===== src/sha_pkg.sv =====
// package for the segment hole allocator: word types, region kinds, status codes
// no dependencies
`default_nettype none
package sha_pkg;
	localparam int TABLE_ENTRIES = 64;
	localparam int IDX_BITS = $clog2(TABLE_ENTRIES);
	localparam int CNT_BITS = IDX_BITS + 1;
	localparam int ADDR_BITS = 20;

	typedef logic [1:0] kind_t;
	localparam kind_t KIND_HOLE = 2'd0;
	localparam kind_t KIND_PRE = 2'd1;
	localparam kind_t KIND_SEG = 2'd2;

	typedef logic [1:0] stat_t;
	localparam stat_t ST_OK = 2'd0;
	localparam stat_t ST_NOFIT = 2'd1;
	localparam stat_t ST_FULL = 2'd2;
	localparam stat_t ST_BAD = 2'd3;

	typedef logic [1:0] op_t;
	localparam op_t OP_ADD = 2'd0;
	localparam op_t OP_CLOSE = 2'd1;
	localparam op_t OP_ALLOC = 2'd2;
	localparam op_t OP_READ = 2'd3;

	localparam logic CFG_FIT_MODE = 1'b0;
	localparam logic CFG_MEM_SIZE = 1'b1;

	typedef struct packed {
		logic [ADDR_BITS-1:0] start;
		logic [ADDR_BITS-1:0] size;
		kind_t kind;
		logic [7:0] process;
		logic [5:0] segment;
	} region_t;

	typedef struct packed {
		op_t op;
		logic [ADDR_BITS-1:0] hole_base;
		logic [ADDR_BITS-1:0] req_length;
		logic [7:0] process_id;
		logic [5:0] segment_number;
		logic [5:0] entry_index;
	} in_word_t;

	typedef struct packed {
		stat_t status;
		logic [ADDR_BITS-1:0] result_base;
		logic [ADDR_BITS-1:0] result_length;
		kind_t region_kind_out;
		logic [7:0] owner_process;
		logic [5:0] owner_segment;
		logic [6:0] used_entries;
	} out_word_t;

	typedef struct packed {
		logic we;
		logic [IDX_BITS-1:0] waddr;
		region_t wdata;
		logic [IDX_BITS-1:0] raddr;
	} mem_req_t;
endpackage
`default_nettype wire


===== src/sha_table.sv =====
// region table memory: one write port, one registered read port
// depends on sha_pkg
`default_nettype none
module sha_table (
	input wire logic clk,
	input wire sha_pkg::mem_req_t req,
	output sha_pkg::region_t rdata
);
	import sha_pkg::*;
	region_t mem [TABLE_ENTRIES];
	always_ff @(posedge clk) begin
		if (req.we) mem[req.waddr] <= req.wdata;
		rdata <= mem[req.raddr];
	end
endmodule
`default_nettype wire


===== config.mk =====
export PLATFORM = sky130hd
export DESIGN_NAME = sha_table
export DESIGN_NICKNAME = d
export VERILOG_FILES = /design/src/sha_pkg.sv /design/src/sha_table.sv
export SDC_FILE = /design/constraint.sdc
export NUM_CORES = 2
export LEC_CHECK = 0
export BUFFER_PORTS_ARGS = -buffer_cell sky130_fd_sc_hd__buf_2
export CAP_MARGIN = 20
export CORE_MARGIN = 3
export CORE_UTILIZATION = 35
export CTS_CLUSTER_DIAMETER = 50
export DETAILED_ROUTE_END_ITERATION = 8
export PLACE_DENSITY_LB_ADDON = 0.12
export RECOVER_POWER = 100
export SLEW_MARGIN = 10
export SYNTH_ARGS = -nofsm -noshare
export SYNTH_HDL_FRONTEND = slang
export SYNTH_SLANG_ARGS = --single-unit

===== constraint.sdc =====
create_clock -name clk -period 7.94 [get_ports clk]
set_input_delay 0.397 -clock clk [delete_from_list [all_inputs] [get_ports clk]]
set_output_delay 0.397 -clock clk [all_outputs]
set_load 0.005 [all_outputs]

==> flow_summary.json <==
{
  "outcome": "finished with violations",
  "violations": "capacitance limit, slew limit",
  "syn-num-nets": 6019,
  "rows": 229,
  "grt_use_total": 0.211,
  "path_class": "primary input to flop",
  "drt_iter0_markers": 8167,
  "synth-seq-area-share": 0.794,
  "synth_edf_count": 3584,
  "wire_per_inst_um": 35.3,
  "drive_above_1_share": 0.247,
  "relSlewSlack": -2.20,
  "antenna_found_initial": 52,
  "max_freq_mhz": 180,
  "cp-start-kind": "primary input",
  "synth_flop_cell": "edfxtp_1",
  "vdd_drop_max_v": 0.000216,
  "die_h_um": 632,
  "yosysUniqueCellTypes": 47,
  "top_level_ports": 126,
  "cts_max_level": 5,
  "cp.arrival_ps": 6470,
  "clockBufferDepth": 4,
  "hp-class": "primary input to flop",
  "r2r_slack_ps": 5810,
  "remaining_drc_errors": 0,
  "ant_nets": 0,
  "synth_cells": 5949,
  "synth_most_common_cell": "edfxtp_1",
  "drt-pass1-iter-count": 5,
  "max_cap_viol_count": 181,
  "grt_max_degree": 104,
  "clk_pin_slew_ps": 60,
  "tritoncts": "yes",
  "critPathRequiredTime_ps": 8860,
  "clk_latency_ps": 990,
  "hold_start": "req[1]",
  "hpwl_um": 231000,
  "synth_common_cells": "edfxtp_1, mux4_2, o22ai_1",
  "fin_crit_sh": 0.699,
  "setup-tns-final_ps": 0,
  "cts_resized": 0,
  "gp_congestion": 0.743,
  "grt-ovfl-total": 0,
  "cp_max_fo": 27,
  "dieArea_sq_um": 399000,
  "cts_made_buffers": 445,
  "powerDensity_nw_per_um2": 275,
  "fin_crit_ps": 5550,
  "reg2reg_from": "mem[35][2]",
  "fin_util": 0.409,
  "leakage_uw": 0.0491,
  "netlist_area_sq_um": 137000,
  "yosys.area.top_type": "edfxtp_1",
  "fp.dieW_um": 632,
  "numPortBuffers": 125,
  "area_growth_pct": 16.3,
  "async_flop_share": 0,
  "grt_pass1_wl_um": 585000,
  "slew_violations": 6508,
  "synth-seq-cells": 3640,
  "setup_viol": 0,
  "start_util": 0.352,
  "clkSinkCount": 3640,
  "ys_warn_count": 0,
  "drt_wl_total_um": 426000,
  "cp-startpoint": "req[3]",
  "via_per_inst": 5.55,
  "via_count": 67000,
  "hold_viol": 0,
  "synth_top_area_frac": 0.786,
  "worst_pin_slew_ps": 4800,
  "nNetsFinal": 6545,
  "end_kind": "flop",
  "syn_area_per_cell_sq_um": 23.0,
  "yosys-top-cells-area": "edfxtp_1, mux4_2, mux2i_1",
  "core_sq_um": 389000,
  "cts_root_buffer": "clkbuf_16",
  "grt_pass1_vias": 68900,
  "finalClockSkew_ps": 54.1,
  "rsz0062_at_grt": "false"
}
[worst max-delay path, stage by stage]
cell and delay (ps):
dlygate4sd3_1 550, buf_6 260, clkbuf_1 1130, nand2b_2 510, clkbuf_1 1980, o221ai_1 320, o22ai_1 1000, o21a_1 220
[sequential cells by signal (all words and copies together), names as in the netlist]
register and flops:
mem 3584, rdata 56
[where the power goes]
group          leakage (uW)  internal [uW]  switching, uW
combinational       0.00913            639           1250
sequential           0.0327          21300           99.9
clock               0.00725          12400           8100
total                0.0491          34400           9450
[layout make-up]
cell class              instances  area (sq um)
clock inverters               273          3160
diodes                         12          30.0
flip-flops and latches       3640        109000
fillers                     34300        230000
clock buffers                 562         11900
well taps                    5197          6500
multi-input cells            1966         26700
inverters                       1          8.76
repair buffers                421          2360
[worst paths after layout]
kind                    end  cells after the start
hold / removal     rdata[5]                      3
hold reg to reg    rdata[5]                      4
setup reg to reg   rdata[2]                      5
setup / recovery  rdata[14]                      8
[logic make-up after synthesis]
logic type / count (synthesis) / share of synthesized area
buffers and inverters: 343 / 0.0141
flip-flops: 3640 / 0.794
multiplexers: 1051 / 0.150
AND/OR/NAND/NOR: 324 / 0.0117
AO/OA/AOI/OAI: 591 / 0.0299
[metal layers]
layer / global-route usage / vias up / share of wire / routed length, um
li1: - / 26800 / - / -
met3: 0.0349 / 545 / 0.065 / 27500
met1: 0.295 / 37400 / 0.42 / 181000
met5: 0 / - / 0.000016 / 7
met2: 0.350 / 2333 / 0.49 / 208000
met4: 0.0452 / 2 / 0.022 / 9410
[metrics by stage]
step	total power [uW]	hold slack [ps]	cell area (sq um)	setup WS, ps	std cells
detailed placement	23700	779	145000	3830	11200
CTS	44300	3.02	160000	4690	12000
floorplan	22700	496	137000	2700	5949
global placement	23700	763	145000	3100	11200
finish	43800	71.7	159000	2390	12100
global route	45200	35.4	159000	2300	12100
[placed cells by master, fill, tap and decap left out, types with 15 or more instances in the layout]
cell type,synthesis,routed
clkinv_2,0,65
o21ai_1,19,19
o21a_1,33,33
a21oi_1,15,15
mux2i_1,217,217
o221ai_1,57,57
mux2_2,31,31
clkinv_4,0,19
edfxtp_1,3584,3584
mux4_2,803,803
and2_1,17,16
nand4_1,22,22
dfxtp_1,56,56
nor2_4,0,37
nor4_1,35,33
o22ai_1,252,252
bufinv_16,0,54
a311oi_1,21,21
nor2_1,89,50
buf_2,104,29
nand2_1,75,68
nand3_1,29,28
buf_4,68,77
a22oi_1,73,73
clkinvlp_4,0,33
clkinv_1,0,68
clkbuf_16,0,450
o21ai_0,40,40
a211oi_1,37,37
dlygate4sd3_1,0,36
clkbuf_1,122,355
clkbuf_8,0,20
[repair_timing]
| action | in CTS | in global routing |
|---|---|---|
| hold endpoints to repair | 14 | 589 |
| hold buffers | 3 | 33 |
| endpoints found under the setup margin | 0 | 0 |
| buffers inserted | 0 | 0 |
Power figures use the tool's default switching activity.
